## config.mk

```make
export PLATFORM = sky130hd
export DESIGN_NAME = video_input_auto_switch
export DESIGN_NICKNAME = d
export VERILOG_FILES = /design/src/design/vias_pkg.sv /design/src/design/vias_front.sv /design/src/design/vias_back.sv /design/src/design/video_input_auto_switch.sv
export SDC_FILE = /design/constraint.sdc
export NUM_CORES = 1
export LEC_CHECK = 0
export BUFFER_PORTS_ARGS = -buffer_cell sky130_fd_sc_hd__buf_2
export CORE_ASPECT_RATIO = 0.5
export CORE_UTILIZATION = 50
export DETAILED_ROUTE_END_ITERATION = 12
export PLACE_DENSITY = 0.69
export SYNTH_ARGS = -nofsm -noshare
export SYNTH_HDL_FRONTEND = slang
export SYNTH_SLANG_ARGS = --single-unit
export TNS_END_PERCENT = 20
```

## constraint.sdc

```tcl
create_clock -name clk -period 10.3 [get_ports clk]
set_input_delay 2.575 -clock clk [delete_from_list [all_inputs] [get_ports clk]]
set_output_delay 2.575 -clock clk [all_outputs]
set_load 0.01 [all_outputs]
```

## src/design/vias_pkg.sv

```systemverilog
// ----------------------------------------------------------------------------
// vias_pkg: shared types and constants for the video input switch
// Event kinds, modes, timer width and list helpers.
// ----------------------------------------------------------------------------
package vias_pkg;

    localparam int TIMER_BITS_DEF = 22;
    localparam int CFG_W = 22;
    localparam int CFG_IDX_W = 3;

    typedef enum logic [2:0] {
        EV_PLUG_IN = 3'd0,
        EV_PLUG_OUT = 3'd1,
        EV_SIG_OK = 3'd2,
        EV_SIG_BAD = 3'd3,
        EV_SET_MODE = 3'd4,
        EV_SET_INPUT = 3'd5,
        EV_TICK = 3'd6,
        EV_NONE = 3'd7
    } kind_t;

    localparam logic [1:0] MODE_FILO = 2'd0;
    localparam logic [1:0] MODE_PRIO = 2'd1;
    localparam logic [1:0] MODE_FIXED = 2'd2;
    localparam logic [1:0] MODE_OVR = 2'd3;

    localparam logic [2:0] REG_PRIO_FIRST = 3'd0;
    localparam logic [2:0] REG_PRIO_SECOND = 3'd1;
    localparam logic [2:0] REG_PRIO_THIRD = 3'd2;
    localparam logic [2:0] REG_PLUG_IN_DLY = 3'd3;
    localparam logic [2:0] REG_PLUG_OUT_DLY = 3'd4;
    localparam logic [2:0] REG_LOSS_DLY = 3'd5;
    localparam logic [2:0] REG_OVR_LOSS_DLY = 3'd6;
    localparam logic [2:0] REG_MANUAL_PORT = 3'd7;

    // one classified event handed from front to back
    typedef struct packed {
        kind_t kind;
        logic [1:0] port;
        logic [1:0] mode_arg;
    } event_t;

    // one result word
    typedef struct packed {
        logic [1:0] selected_port;
        logic switched;
        logic [1:0] reported_mode;
        logic in_override;
    } result_t;

    // three-entry port list
    typedef struct packed {
        logic [2:0][1:0] e;
        logic [1:0] n;
    } plist_t;

    // a port register holding 3 reads as port 2
    function automatic logic [1:0] regport(input logic [1:0] v);
        return (v == 2'd3) ? 2'd2 : v;
    endfunction

    function automatic logic lfind_ok(input plist_t l, input logic [1:0] p);
        logic r;
        r = 1'b0;
        for (int i = 0; i < 3; i++)
            if (i < int'(l.n) && l.e[i] == p) r = 1'b1;
        return r;
    endfunction

    // index of p in list; 3 when absent
    function automatic logic [1:0] lfind_pos(input plist_t l, input logic [1:0] p);
        logic [1:0] r;
        r = 2'd3;
        for (int i = 2; i >= 0; i--)
            if (i < int'(l.n) && l.e[i] == p) r = 2'(i);
        return r;
    endfunction

    function automatic plist_t lremove(input plist_t l, input logic [1:0] p);
        plist_t r;
        logic [1:0] k;
        r = l;
        k = 2'd0;
        for (int i = 0; i < 3; i++)
        begin
            if (i < int'(l.n) && l.e[i] != p)
            begin
                r.e[k] = l.e[i];
                k = k + 2'd1;
            end
        end
        r.n = k;
        return r;
    endfunction

    function automatic plist_t lprepend(input plist_t l, input logic [1:0] p);
        plist_t r;
        r = l;
        if (r.n > 2'd2) r.n = 2'd2;
        if (r.n >= 2'd2) r.e[2] = l.e[1];
        if (r.n >= 2'd1) r.e[1] = l.e[0];
        r.e[0] = p;
        r.n = r.n + 2'd1;
        return r;
    endfunction

endpackage

```

## src/design/vias_front.sv

```systemverilog
// ----------------------------------------------------------------------------
// vias_front: event intake
// Accepts input words, marks those that change nothing as EV_NONE, queues all.
// ----------------------------------------------------------------------------
module vias_front (
    input  logic clk,
    input  logic rst_n,
    input  logic in_valid,
    output logic in_ready,
    input  vias_pkg::event_t in_ev,
    output logic q_valid,
    input  logic q_ready,
    output vias_pkg::event_t q_ev
);
    import vias_pkg::*;

    localparam int DEPTH = 2;

    event_t mem_reg [DEPTH];
    logic wp_reg, wp_next, rp_reg, rp_next;
    logic [1:0] cnt_reg, cnt_next;
    event_t cls;
    logic push, pop;

    // classify: port 3 makes port events inert, unknown mode too
    always_comb
    begin
        cls = in_ev;
        unique case (in_ev.kind)
            EV_PLUG_IN, EV_PLUG_OUT, EV_SIG_OK, EV_SIG_BAD, EV_SET_INPUT:
                if (in_ev.port == 2'd3) cls.kind = EV_NONE;
            EV_SET_MODE:
                if (in_ev.mode_arg == MODE_OVR) cls.kind = EV_NONE;
            default: ;
        endcase
    end

    assign in_ready = (cnt_reg != 2'(DEPTH));
    assign push = in_valid && in_ready;
    assign q_valid = (cnt_reg != 2'd0);
    assign pop = q_valid && q_ready;
    assign q_ev = mem_reg[rp_reg];

    always_comb
    begin
        wp_next = push ? ~wp_reg : wp_reg;
        rp_next = pop ? ~rp_reg : rp_reg;
        cnt_next = cnt_reg + 2'(push) - 2'(pop);
    end

    always_ff @(posedge clk)
    begin
        if (push) mem_reg[wp_reg] <= cls;
    end

    always_ff @(posedge clk or negedge rst_n)
    begin
        if (!rst_n)
        begin
            wp_reg <= 1'b0;
            rp_reg <= 1'b0;
            cnt_reg <= 2'd0;
        end
        else
        begin
            wp_reg <= wp_next;
            rp_reg <= rp_next;
            cnt_reg <= cnt_next;
        end
    end

    a_cnt_range: assert property (@(posedge clk) disable iff (!rst_n)
        cnt_reg <= 2'(DEPTH)) else $error("queue count overflow");
    a_no_push_full: assert property (@(posedge clk) disable iff (!rst_n)
        cnt_reg == 2'(DEPTH) && !pop |=> cnt_reg == 2'(DEPTH))
        else $error("queue count moved while full");
    a_pop_valid: assert property (@(posedge clk) disable iff (!rst_n)
        $past(cnt_reg) == 2'd0 && $past(push) |-> q_valid)
        else $error("pushed word not visible");

endmodule

```

## src/design/vias_back.sv

```systemverilog
// ----------------------------------------------------------------------------
// vias_back: switch engine
// Holds lists, mode, port and timers; handles one event in two steps.
// ----------------------------------------------------------------------------
module vias_back #(
    parameter int TIMER_BITS = vias_pkg::TIMER_BITS_DEF
) (
    input  logic clk,
    input  logic rst_n,
    input  logic q_valid,
    output logic q_ready,
    input  vias_pkg::event_t q_ev,
    input  logic cfg_we,
    input  logic [vias_pkg::CFG_IDX_W-1:0] cfg_idx,
    input  logic [vias_pkg::CFG_W-1:0] cfg_data,
    output logic out_valid,
    input  logic out_ready,
    output vias_pkg::result_t out_res
);
    import vias_pkg::*;

    typedef enum logic [2:0] {
        ST_IDLE = 3'b001,
        ST_EXP = 3'b010,
        ST_OUT = 3'b100
    } state_t;

    localparam logic [TIMER_BITS-1:0] T_ZERO = '0;
    localparam logic [TIMER_BITS-1:0] T_ONE = TIMER_BITS'(1);

    // configuration
    logic [1:0] prio_reg [3];
    logic [CFG_W-1:0] pin_dly_reg, pout_dly_reg, loss_dly_reg, ovr_dly_reg;
    logic [1:0] man_reg;

    state_t st_reg, st_next;
    plist_t run_reg, run_next, plg_reg, plg_next;
    logic [2:0] sok_reg, sok_next;
    logic [1:0] aport_reg, aport_next, amode_reg, amode_next;
    logic [1:0] smode_reg, smode_next, sport_reg, sport_next;
    logic tin_on_reg, tin_on_next, tout_on_reg, tout_on_next, tl_on_reg, tl_on_next;
    logic [TIMER_BITS-1:0] tin_reg, tin_next, tout_reg, tout_next, tl_reg, tl_next;
    logic sw_reg, sw_next;
    logic [2:0] exp_reg, exp_next;
    result_t res_reg, res_next;

    logic [TIMER_BITS-1:0] d_pin, d_pout, d_loss, d_ovr;
    assign d_pin = TIMER_BITS'(pin_dly_reg);
    assign d_pout = TIMER_BITS'(pout_dly_reg);
    assign d_loss = TIMER_BITS'(loss_dly_reg);
    assign d_ovr = TIMER_BITS'(ovr_dly_reg);

    assign q_ready = (st_reg == ST_IDLE);
    assign out_valid = (st_reg == ST_OUT);
    assign out_res = res_reg;

    // main event logic
    always_comb
    begin
        logic [1:0] p, top, pos, pf;
        logic [TIMER_BITS-1:0] d;
        plist_t nr;
        st_next = st_reg;
        run_next = run_reg; plg_next = plg_reg; sok_next = sok_reg;
        aport_next = aport_reg; amode_next = amode_reg;
        smode_next = smode_reg; sport_next = sport_reg;
        tin_on_next = tin_on_reg; tout_on_next = tout_on_reg; tl_on_next = tl_on_reg;
        tin_next = tin_reg; tout_next = tout_reg; tl_next = tl_reg;
        sw_next = sw_reg; exp_next = exp_reg; res_next = res_reg;
        p = q_ev.port;
        pf = regport(prio_reg[0]);
        top = 2'd0; pos = 2'd0; d = '0; nr = run_reg;

        unique case (st_reg)
            ST_IDLE:
            begin
                if (q_valid)
                begin
                    sw_next = 1'b0;
                    exp_next = 3'b000;
                    st_next = ST_EXP;
                    unique case (q_ev.kind)
                        EV_PLUG_IN:
                        begin
                            if (!lfind_ok(run_reg, p))
                            begin
                                plg_next = lprepend(lremove(plg_reg, p), p);
                                if (amode_reg == MODE_FILO || amode_reg == MODE_PRIO)
                                begin
                                    if (amode_reg == MODE_FILO)
                                        nr = lprepend(run_reg, p);
                                    else
                                    begin
                                        nr.n = 2'd0;
                                        for (int i = 0; i < 3; i++)
                                            if (lfind_ok(plg_next, regport(prio_reg[i]))
                                                && !lfind_ok(nr, regport(prio_reg[i])))
                                            begin
                                                nr.e[nr.n] = regport(prio_reg[i]);
                                                nr.n = nr.n + 2'd1;
                                            end
                                    end
                                    run_next = nr;
                                    if (amode_reg == MODE_FILO || (nr.n != 2'd0 && nr.e[0] == p))
                                    begin
                                        if (d_pin != T_ZERO)
                                        begin
                                            tin_on_next = 1'b1; tin_next = d_pin;
                                        end
                                        else
                                        begin
                                            tin_on_next = 1'b0; tin_next = '0;
                                            aport_next = p; sw_next = 1'b1;
                                            if (d_loss != T_ZERO)
                                            begin
                                                tl_on_next = 1'b1; tl_next = d_loss;
                                            end
                                        end
                                    end
                                end
                            end
                        end
                        EV_PLUG_OUT:
                        begin
                            sok_next[p] = 1'b0;
                            plg_next = lremove(plg_reg, p);
                            if (run_reg.n != 2'd0)
                            begin
                                top = run_reg.e[0];
                                nr = lremove(run_reg, p);
                                run_next = nr;
                                if (amode_reg == MODE_FILO || amode_reg == MODE_PRIO)
                                begin
                                    if (top == p)
                                    begin
                                        if (nr.n != 2'd0)
                                        begin
                                            if (d_pout != T_ZERO)
                                            begin
                                                tout_on_next = 1'b1; tout_next = d_pout;
                                            end
                                            else
                                            begin
                                                aport_next = nr.e[0]; sw_next = 1'b1;
                                                if (d_loss != T_ZERO)
                                                begin
                                                    tl_on_next = 1'b1; tl_next = d_loss;
                                                end
                                            end
                                        end
                                        else
                                        begin
                                            aport_next = pf; sw_next = 1'b1;
                                        end
                                    end
                                end
                                else if (amode_reg == MODE_OVR && p == regport(man_reg))
                                begin
                                    amode_next = smode_reg;
                                    aport_next = sport_reg; sw_next = 1'b1;
                                    d = (smode_reg == MODE_OVR) ? d_ovr : d_loss;
                                    if (d != T_ZERO)
                                    begin
                                        tl_on_next = 1'b1; tl_next = d;
                                    end
                                end
                            end
                        end
                        EV_SIG_OK: sok_next[p] = 1'b1;
                        EV_SIG_BAD:
                        begin
                            if (p == aport_reg)
                            begin
                                d = (amode_reg == MODE_OVR) ? d_ovr : d_loss;
                                if (d != T_ZERO)
                                begin
                                    tl_on_next = 1'b1; tl_next = d;
                                end
                            end
                            sok_next[p] = 1'b0;
                        end
                        EV_SET_MODE:
                        begin
                            if (q_ev.mode_arg == MODE_FILO)
                            begin
                                if (amode_reg != MODE_FILO)
                                begin
                                    amode_next = MODE_FILO;
                                    run_next = plg_reg;
                                    if (plg_reg.n != 2'd0 && plg_reg.e[0] != aport_reg)
                                    begin
                                        aport_next = plg_reg.e[0]; sw_next = 1'b1;
                                        if (d_loss != T_ZERO)
                                        begin
                                            tl_on_next = 1'b1; tl_next = d_loss;
                                        end
                                    end
                                end
                            end
                            else if (q_ev.mode_arg == MODE_PRIO)
                            begin
                                amode_next = MODE_PRIO;
                                nr.n = 2'd0;
                                for (int i = 0; i < 3; i++)
                                    if (lfind_ok(plg_reg, regport(prio_reg[i]))
                                        && !lfind_ok(nr, regport(prio_reg[i])))
                                    begin
                                        nr.e[nr.n] = regport(prio_reg[i]);
                                        nr.n = nr.n + 2'd1;
                                    end
                                run_next = nr;
                                if (nr.n != 2'd0)
                                begin
                                    if (nr.e[0] != aport_reg)
                                    begin
                                        aport_next = nr.e[0]; sw_next = 1'b1;
                                        if (d_loss != T_ZERO)
                                        begin
                                            tl_on_next = 1'b1; tl_next = d_loss;
                                        end
                                    end
                                end
                                else
                                begin
                                    aport_next = pf; sw_next = 1'b1;
                                end
                            end
                            else
                            begin
                                amode_next = MODE_FIXED;
                                aport_next = regport(man_reg); sw_next = 1'b1;
                            end
                        end
                        EV_SET_INPUT:
                        begin
                            aport_next = p; sw_next = 1'b1;
                            if (amode_reg != MODE_FIXED)
                            begin
                                smode_next = amode_reg; sport_next = aport_reg;
                                amode_next = MODE_OVR;
                                if (d_ovr != T_ZERO)
                                begin
                                    tl_on_next = 1'b1; tl_next = d_ovr;
                                end
                            end
                        end
                        EV_TICK:
                        begin
                            // count down, flag expiries for the next step
                            if (tin_on_reg)
                            begin
                                tin_next = tin_reg - T_ONE;
                                if (tin_next == T_ZERO)
                                begin
                                    tin_on_next = 1'b0; exp_next[0] = 1'b1;
                                end
                            end
                            if (tout_on_reg)
                            begin
                                tout_next = tout_reg - T_ONE;
                                if (tout_next == T_ZERO)
                                begin
                                    tout_on_next = 1'b0; exp_next[1] = 1'b1;
                                end
                            end
                            if (tl_on_reg)
                            begin
                                tl_next = tl_reg - T_ONE;
                                if (tl_next == T_ZERO)
                                begin
                                    tl_on_next = 1'b0; exp_next[2] = 1'b1;
                                end
                            end
                        end
                        default: ;
                    endcase
                end
            end
            ST_EXP:
            begin
                // expiry handlers in order plug-in, plug-out, loss
                logic [1:0] ap, am;
                logic lon;
                ap = aport_reg; am = amode_reg; lon = tl_on_reg;
                for (int k = 0; k < 2; k++)
                    if (exp_reg[k] && run_reg.n != 2'd0)
                    begin
                        ap = run_reg.e[0]; sw_next = 1'b1;
                        // override keeps its own loss delay
                        d = (am == MODE_OVR) ? d_ovr : d_loss;
                        if (d != T_ZERO)
                        begin
                            lon = 1'b1; tl_next = d;
                        end
                    end
                if (exp_reg[2] && !lon && !sok_reg[ap])
                begin
                    if (am == MODE_FILO || am == MODE_PRIO)
                    begin
                        pos = lfind_pos(run_reg, ap);
                        if (pos != 2'd3)
                        begin
                            if (pos + 2'd1 >= run_reg.n)
                            begin
                                if (ap != pf)
                                begin
                                    ap = pf; sw_next = 1'b1;
                                end
                            end
                            else
                            begin
                                ap = run_reg.e[pos + 2'd1]; sw_next = 1'b1;
                                if (d_loss != T_ZERO)
                                begin
                                    lon = 1'b1; tl_next = d_loss;
                                end
                            end
                        end
                    end
                    else if (am == MODE_OVR)
                    begin
                        am = smode_reg;
                        ap = sport_reg; sw_next = 1'b1;
                        d = (smode_reg == MODE_OVR) ? d_ovr : d_loss;
                        if (d != T_ZERO)
                        begin
                            lon = 1'b1; tl_next = d;
                        end
                    end
                end
                aport_next = ap; amode_next = am; tl_on_next = lon;
                res_next.selected_port = ap;
                res_next.switched = sw_next;
                res_next.in_override = (am == MODE_OVR);
                res_next.reported_mode = (am == MODE_OVR)
                    ? ((smode_reg <= MODE_PRIO) ? smode_reg : MODE_OVR) : am;
                st_next = ST_OUT;
            end
            ST_OUT:
                if (out_ready) st_next = ST_IDLE;
            default: st_next = ST_IDLE;
        endcase
    end

    // configuration writes
    always_ff @(posedge clk or negedge rst_n)
    begin
        if (!rst_n)
        begin
            prio_reg[0] <= 2'd0; prio_reg[1] <= 2'd1; prio_reg[2] <= 2'd2;
            pin_dly_reg <= '0; pout_dly_reg <= '0;
            loss_dly_reg <= CFG_W'(10000); ovr_dly_reg <= CFG_W'(10000);
            man_reg <= 2'd0;
        end
        else if (cfg_we)
        begin
            unique case (cfg_idx)
                REG_PRIO_FIRST: prio_reg[0] <= cfg_data[1:0];
                REG_PRIO_SECOND: prio_reg[1] <= cfg_data[1:0];
                REG_PRIO_THIRD: prio_reg[2] <= cfg_data[1:0];
                REG_PLUG_IN_DLY: pin_dly_reg <= cfg_data;
                REG_PLUG_OUT_DLY: pout_dly_reg <= cfg_data;
                REG_LOSS_DLY: loss_dly_reg <= cfg_data;
                REG_OVR_LOSS_DLY: ovr_dly_reg <= cfg_data;
                REG_MANUAL_PORT: man_reg <= cfg_data[1:0];
                default: ;
            endcase
        end
    end

    always_ff @(posedge clk or negedge rst_n)
    begin
        if (!rst_n)
        begin
            st_reg <= ST_IDLE;
            run_reg <= '0; plg_reg <= '0; sok_reg <= '0;
            aport_reg <= 2'd0; amode_reg <= MODE_FILO;
            smode_reg <= MODE_FILO; sport_reg <= 2'd0;
            tin_on_reg <= 1'b0; tout_on_reg <= 1'b0; tl_on_reg <= 1'b0;
            tin_reg <= '0; tout_reg <= '0; tl_reg <= '0;
            sw_reg <= 1'b0; exp_reg <= '0;
        end
        else
        begin
            st_reg <= st_next;
            run_reg <= run_next; plg_reg <= plg_next; sok_reg <= sok_next;
            aport_reg <= aport_next; amode_reg <= amode_next;
            smode_reg <= smode_next; sport_reg <= sport_next;
            tin_on_reg <= tin_on_next; tout_on_reg <= tout_on_next;
            tl_on_reg <= tl_on_next;
            tin_reg <= tin_next; tout_reg <= tout_next; tl_reg <= tl_next;
            sw_reg <= sw_next; exp_reg <= exp_next;
        end
    end

    always_ff @(posedge clk)
    begin
        res_reg <= res_next;
    end

    a_onehot: assert property (@(posedge clk) disable iff (!rst_n)
        $onehot(st_reg)) else $error("state not one-hot");
    a_out_hold: assert property (@(posedge clk) disable iff (!rst_n)
        out_valid && !out_ready |=> out_valid && $stable(res_reg))
        else $error("result dropped before taken");
    a_lists: assert property (@(posedge clk) disable iff (!rst_n)
        run_reg.n <= 2'd3 && plg_reg.n <= 2'd3) else $error("list overflow");
    a_ovr_flag: assert property (@(posedge clk) disable iff (!rst_n)
        out_valid |-> res_reg.in_override == (amode_reg == MODE_OVR))
        else $error("override flag mismatch");

endmodule

```

## src/design/video_input_auto_switch.sv

```systemverilog
// Path: an accepted word passes the intake queue, the event step and the
// timer-expiry step before its result shows; a stalled result holds until taken.
// The two-step switch engine takes a new event only once the last result is taken.
// Reset: rst_n asynchronous active low clears lists, timers, mode FILO, port 0,
// and loads register defaults.
// ----------------------------------------------------------------------------
// video_input_auto_switch: picks which of three video inputs drives the output
// Intake queue in front, switch engine behind.
// ----------------------------------------------------------------------------
module video_input_auto_switch #(
    parameter int TIMER_BITS = vias_pkg::TIMER_BITS_DEF
) (
    input  logic clk,
    input  logic rst_n,
    input  logic s_tvalid,
    output logic s_tready,
    input  logic [7:0] s_tdata,   // port[1:0], mode_arg[3:2], pad
    input  logic [2:0] s_tuser,   // kind[2:0]
    output logic m_tvalid,
    input  logic m_tready,
    output logic [7:0] m_tdata,   // selected_port[1:0], switched[2],
                                  // reported_mode[4:3], in_override[5], pad
    input  logic cfg_we,
    input  logic [vias_pkg::CFG_IDX_W-1:0] cfg_idx,
    input  logic [vias_pkg::CFG_W-1:0] cfg_data
);
    import vias_pkg::*;

    event_t in_ev, q_ev;
    result_t res;
    logic q_valid, q_ready;

    assign in_ev.kind = kind_t'(s_tuser);
    assign in_ev.port = s_tdata[1:0];
    assign in_ev.mode_arg = s_tdata[3:2];

    vias_front u_front (
        .clk(clk), .rst_n(rst_n),
        .in_valid(s_tvalid), .in_ready(s_tready), .in_ev(in_ev),
        .q_valid(q_valid), .q_ready(q_ready), .q_ev(q_ev)
    );

    vias_back #(.TIMER_BITS(TIMER_BITS)) u_back (
        .clk(clk), .rst_n(rst_n),
        .q_valid(q_valid), .q_ready(q_ready), .q_ev(q_ev),
        .cfg_we(cfg_we), .cfg_idx(cfg_idx), .cfg_data(cfg_data),
        .out_valid(m_tvalid), .out_ready(m_tready), .out_res(res)
    );

    assign m_tdata = {2'b00, res.in_override, res.reported_mode,
                      res.switched, res.selected_port};

endmodule
```

==> out/results.txt, run 1 <==
status -> finished clean
Worst-Margin Slew -> 1280 ps
Clk Latency, worst-skew pair -> 570 ps
clk root buf -> clkbuf_16
Sw Ratio -> 0.500
final setup TNS -> 0 ps
RSZ-0062 raised after global routing -> no
Starting Density -> 0.512
crit path launch -> u_front.rp_reg
die area -> 0.0334 sq mm
CP bufs+invs -> 1
H-tree Lvls -> 1
synthesized area -> 0.0163 sq mm
Crit-path slowest cell -> mux2i_2
vias in the first global route -> 13,987
Final min period -> 7700 ps
maximum vdd drop -> 0.174 mV
io pins -> 51
largest net degree at the start of global routing -> 101
Worst R2R Start -> u_front.rp_reg
clk sinks -> 223
Synth async-reset ratio -> 0.910
Congestion Overflow GR -> 0
initial antenna violation count -> 0
cell chain of the critical path -> mux2i_2 -> xnor2_1 -> o22ai_1 -> ha_1 -> a21oi_1 -> o211ai_1 -> a21oi_1 -> nand3_1 -> a21oi_1 -> nor2_1 -> nor2_1 -> nor2_1 -> ha_1 -> a32oi_1 -> o21ai_0 -> or2_1 -> o221ai_1 -> a21oi_1 -> or3b_1 -> a311oi_4 -> and2b_1 -> buf_4 -> mux2_1
ys flop type -> dfrtp_1
Cells after Synth -> 1,931
Leak -> 6.97 nW
Critical Path End -> u_back.tl_reg[20]
core area -> 0.0319 sq mm
Logic pwr share -> 0.580
Final Wtd Congestion -> 0.963
HP Class -> register to register
# setup viols final -> 0
Tot GR Track Use -> 0.301
Yosys reg bits -> 223
clock transition at the registers of the reported paths -> 70 ps
setup bufs post-CTS -> 0
Hold Startpoint -> u_back.exp_reg[2]
Max-Cap Viols -> 0
drt first pass iters -> 7
first-pass GRT wire length -> 79.9 mm
Synth area leaders -> dfrtp_1, mux2_2, a21oi_1
IO buf count -> 44
clk buf depth -> 3
Die Width -> 257 um
Synth warnings -> 0
r2r setup slk -> 2600 ps
Iteration-0 DRC Markers -> 1,976
crit-path most repeated cell -> a21oi_1
Non-Filler Instances -> 2,351
Routed Antenna Nets -> 0
total number of vias -> 15,386
Worst Reg-to-Reg Cells -> 23
Slew HR -> 0.137
internal cell power -> 0.00304 W
Layout Nets -> 1,960
arrival time worst endpoint -> 8130 ps
placement row count -> 46
WL per Instance -> 21.8 um
post-cts sizing count -> 0
Seq/Total Area, Yosys -> 0.349
CTS buffer count -> 23
EDFF count, synth -> 20
reg2reg end -> u_back.tl_reg[20]
Synth cell types -> 99
Setup CP Type -> register to register
syn avg cell area -> 8.45 sq um
top cells by count, synth -> a21oi_1, nor2_1, dfrtp_1, o21ai_0, nand2_1
# hold bufs at CTS -> 0
Seq pwr share -> 0.278
Req. time, crit path -> 10,730 ps
final hold violations -> 0
gate family responsible for the most delay along the worst path -> compound AO/OA/AOI/OAI gates
highest achievable clock rate -> 0.130 GHz
Tcrit/Tclk final -> 0.747
CTS tree -> built
WL final -> 51.1 mm
Clock Skew -> 31.6 ps
Worst setup SP type -> register
Clock Power Share -> 0.142
CP Max Fanout -> 17
layout cell share with drive strength beyond 1 -> 0.148
Synth top area share -> 0.292
Psw -> 0.00304 W
DP HPWL -> 34.6 mm
placed cell count -> 2,308
Worst Setup End Kind -> register
fin. max-slew vios -> 0
most common cell in the synthesized netlist -> a21oi_1
Area Overhead vs Synth -> 7.69%
vias per std cell -> 6.54
Residual DRC -> 0
Stages on worst setup path -> 23
CP max stage delay -> 850 ps
Synth area leader -> dfrtp_1
pwr dens -> 346 mW/mm^2
die height -> 130 um
[kinds of logic (layout without fill, tap and decap cells)]
group | after synthesis | in the layout | share of synthesized area
and+or+nand+nor | 634 | 634 | 0.189
AOI/OAI and AO/OA | 614 | 614 | 0.244
DFF | 223 | 223 | 0.349
buffers and inverters | 201 | 186 | 0.0497
muxes | 174 | 174 | 0.118
xor gates and xnor gates | 66 | 66 | 0.0359
adders and majority gates | 18 | 18 | 0.0138
other | 1 | 4 | 0.000230
[placed cells by master, fill, tap and decap left out, types with 20 or more instances in the layout]
cell       count
inv_1         67
buf_2         43
a21oi_1      196
nor4_1        40
dfrtp_1      190
a31oi_1       26
o22ai_1       28
a22oi_1       27
o21ai_0      145
buf_4         33
xnor2_1       50
nor2_1       192
mux2_2       107
edfxtp_1      20
nand3_1       43
clkbuf_16     23
nand4_1       22
nor3_1        69
o221ai_1      26
nand2_1      143
mux2i_1       59
[power groups by stage]
stage	Sequential, W	Clock (W)	Combinational, W
after global routing	0.00173	0.000906	0.00384
after global placement	0.00168	0	0.00338
after CTS	0.00167	0.000867	0.00344
after floorplan	0.00141	0	0.00284
final	0.00169	0.000860	0.00352
after detailed placement	0.00168	0	0.00343
[per-layer routing]
layer  up-vias  share of wire  GRT usage
met1      7413           0.43      0.409
met5         -              0          0
met3       140          0.079     0.0484
li1       7118              -          -
met2       715           0.46      0.497
met4         0          0.031     0.0964
[area by class of cell]
cell class	instances	area, sq um
Clock inverter	13	118
Fill cell	2976	14300
Inverter	68	255
Timing Repair Buffer	77	478
Sequential cell	223	5700
Multi-Input combinational cell	1508	9850
Antenna cell	2	5.00
Clock buffer	28	624
Tap cell	432	541
[how the worst min path moves through the flow]
stage / end / slack [ps] / cells after the start
floorplan: u_back.exp_reg[1] / 450 / 2
global placement: u_back.exp_reg[2] / 460 / 2
detailed placement: u_back.exp_reg[2] / 470 / 2
CTS: u_back.exp_reg[2] / 490 / 2
global route: u_front.wp_reg / 530 / 1
finish: u_back.exp_reg[2] / 490 / 2
[per-stage QoR]
stage	hold slack [ps]	utilization	setup slack (ps)	total power [W]	instance area, sq um
6_report	488	0.551	2600	0.00608	17600
5_1_grt	526	0.551	2210	0.00647	17600
4_1_cts	487	0.551	2740	0.00598	17600
3_5_place_dp	472	0.527	2770	0.00511	16800
3_3_place_gp	464	0.527	2850	0.00506	16800
2_1_floorplan	449	-	4440	0.00425	16300
[tightest hold or removal path, stage by stage (launching register included)]
cell and delay [ps]:
dfrtp_1 350, nand2_1 50, o21ai_0 60
Power figures use the tool's default switching activity.
==> run 2, diff against run 1 <==
- ABC_AREA: default -> 1
- clock period: 10.3 -> 7.82 ns (I/O delays scaled with it)
==> out/results.txt, run 2 <==
status -> finished clean
initial antenna violation count -> 0
Starting Density -> 0.510
WL per Instance -> 19.1 um
DP HPWL -> 39.3 mm
Total Power -> 0.00905 W
Layout Nets -> 2,514
Synth area leader -> dfrtp_1
Tcrit/Tclk final -> 0.791
area of the multi-input gates -> 0.00957 sq mm
syn avg cell area -> 6.82 sq um
Yosys reg bits -> 223
CTS tree -> built
Crit-path slowest cell -> a21oi_1
maximum vdd drop -> 0.346 mV
Die Width -> 262 um
Setup CP Type -> register to register
clk root buf -> clkbuf_16
crit-path most repeated cell -> nand2_1
Req. time, crit path -> 8250 ps
Worst-Margin Slew -> 1300 ps
# hold bufs at CTS -> 0
clk sinks -> 223
commonest non-fill, non-tap cell in the layout -> nand2_1
Synth cell types -> 67
clk buf depth -> 3
Leak -> 8.59 nW
most common cell in the synthesized netlist -> nand2_1
CP max stage delay -> 680 ps
EDFF count, synth -> 20
RSZ-0062 raised after global routing -> no
clock transition at the registers of the reported paths -> 80 ps
vias per std cell -> 5.99
Residual DRC -> 0
Slew HR -> 0.125
synthesized area -> 0.0169 sq mm
Tot GR Track Use -> 0.325
final setup TNS -> 0 ps
placement row count -> 47
CP bufs+invs -> 6
Synth top area share -> 0.282
Congestion Overflow GR -> 0
most frequent cells in the layout -> nand2_1, o21ai_0, inv_1
die area -> 0.0345 sq mm
Routed Antenna Nets -> 0
Final Wtd Congestion -> 0.995
Area Overhead vs Synth -> 7.64%
top cells by count, synth -> nand2_1, o21ai_0, inv_1, dfrtp_1, nor2_1
fin. max-slew vios -> 0
core area -> 0.0331 sq mm
Seq/Total Area, Yosys -> 0.338
layout cell share with drive strength beyond 1 -> 0.0894
cell chain of the critical path -> nor2_1 -> buf_4 -> a21oi_1 -> clkinv_1 -> o21ai_1 -> xor2_1 -> nor3_1 -> nor4_1 -> o21ai_0 -> nand2_1 -> inv_1 -> ha_1 -> ha_1 -> a21oi_1 -> nand2_1 -> inv_1 -> nand2_1 -> buf_4 -> a21oi_1 -> inv_1 -> a221oi_1 -> a31oi_1 -> nand3_1 -> nand2_1
# setup viols final -> 0
first-pass GRT wire length -> 88.9 mm
Iteration-0 DRC Markers -> 2,230
highest achievable clock rate -> 0.162 GHz
Cells after Synth -> 2,476
CTS buffer count -> 23
ys flop type -> dfrtp_1
IO buf count -> 44
Clock Skew -> 17.8 ps
Max-Cap Viols -> 0
fillers -> 3,276
total number of vias -> 17,458
vias in the first global route -> 16,157
setup bufs post-CTS -> 0
Final min period -> 6190 ps
Worst Setup End Kind -> register
Synth area leaders -> dfrtp_1, nand2_1, o21ai_0
final hold violations -> 0
arrival time worst endpoint -> 6620 ps
die height -> 132 um
largest net degree at the start of global routing -> 159
HP Class -> register to register
gate family responsible for the most delay along the worst path -> compound AO/OA/AOI/OAI gates
Synth warnings -> 0
Worst setup SP type -> register
post-cts sizing count -> 0
H-tree Lvls -> 1
WL final -> 55.7 mm
CP Max Fanout -> 23
pwr dens -> 498 mW/mm^2
Reg area -> 0.00570 sq mm
io pins -> 51
drt first pass iters -> 7
Synth async-reset ratio -> 0.910
Clk Latency, worst-skew pair -> 540 ps
## run 2: final timing paths
kind,from,to,slack (ps),cells past startpoint
min in group asynchronous,rst_n,u_back.run_reg[5],1320,1
hold / removal,u_back.tl_reg[21],u_back.tl_reg[21],490,2
setup reg to reg,u_back.run_reg[1],u_back.tl_reg[11],1630,24
setup / recovery,u_back.run_reg[1],u_back.tl_reg[11],1630,24
max in group asynchronous,rst_n,u_back.tout_reg[2],5250,2
hold reg to reg,u_back.tl_reg[21],u_back.tl_reg[21],490,2
## run 2: metrics by stage
stage | cells | utilization | instance area (sq um) | setup slack [ps] | hold slack (ps)
after floorplan | 2477 | - | 16900 | 3560 | 442
after global placement | 2871 | 0.524 | 17400 | 1940 | 468
after detailed placement | 2871 | 0.524 | 17400 | 1880 | 466
after CTS | 2913 | 0.548 | 18200 | 1870 | 486
after global routing | 2913 | 0.548 | 18200 | 1180 | 491
final | 2915 | 0.549 | 18200 | 1630 | 487
## run 2: metal layers
metal | track usage | vias to the layer above | routed length, um
met5 | 0 | - | 0
met1 | 0.476 | 8118 | 24800
li1 | - | 8313 | -
met3 | 0.0592 | 137 | 5620
met2 | 0.487 | 890 | 23700
met4 | 0.0969 | 0 | 1580
## run 2: layout make-up
type                       count  share of cell area
sequential                   223               0.314
multi-input combinational   1844               0.527
clock buffer                  26              0.0323
tap                          441              0.0304
inverter                     295              0.0610
clock inverter                16              0.0122
antenna                        2            0.000276
timing repair buffer          68              0.0233
## run 2: tightest hold or removal path, cell delays in order, from the launching register on
cell and delay (ps):
dfrtp_1 360, nand2_1 60, nand2_1 50
## run 2: logic make-up (layout without fill, tap and decap cells)
| family | Yosys count | after routing | synth area share |
|---|---|---|---|
| and+or+nand+nor | 1134 | 1134 | 0.305 |
| adders and majority gates | 18 | 18 | 0.0133 |
| DFF | 223 | 223 | 0.338 |
| muxes | 8 | 8 | 0.00475 |
| xor gates and xnor gates | 71 | 71 | 0.0369 |
| buffers and inverters | 410 | 405 | 0.0962 |
| other | 1 | 4 | 0.000222 |
| AOI/OAI and AO/OA | 611 | 611 | 0.206 |
## run 2: report_power, final
| group | internal [W] | leakage [nW] | switching (W) |
|---|---|---|---|
| logic | 0.00185 | 5.47 | 0.00400 |
| clock network | 0.000687 | 0.390 | 0.000523 |
| registers | 0.00154 | 2.73 | 0.000445 |
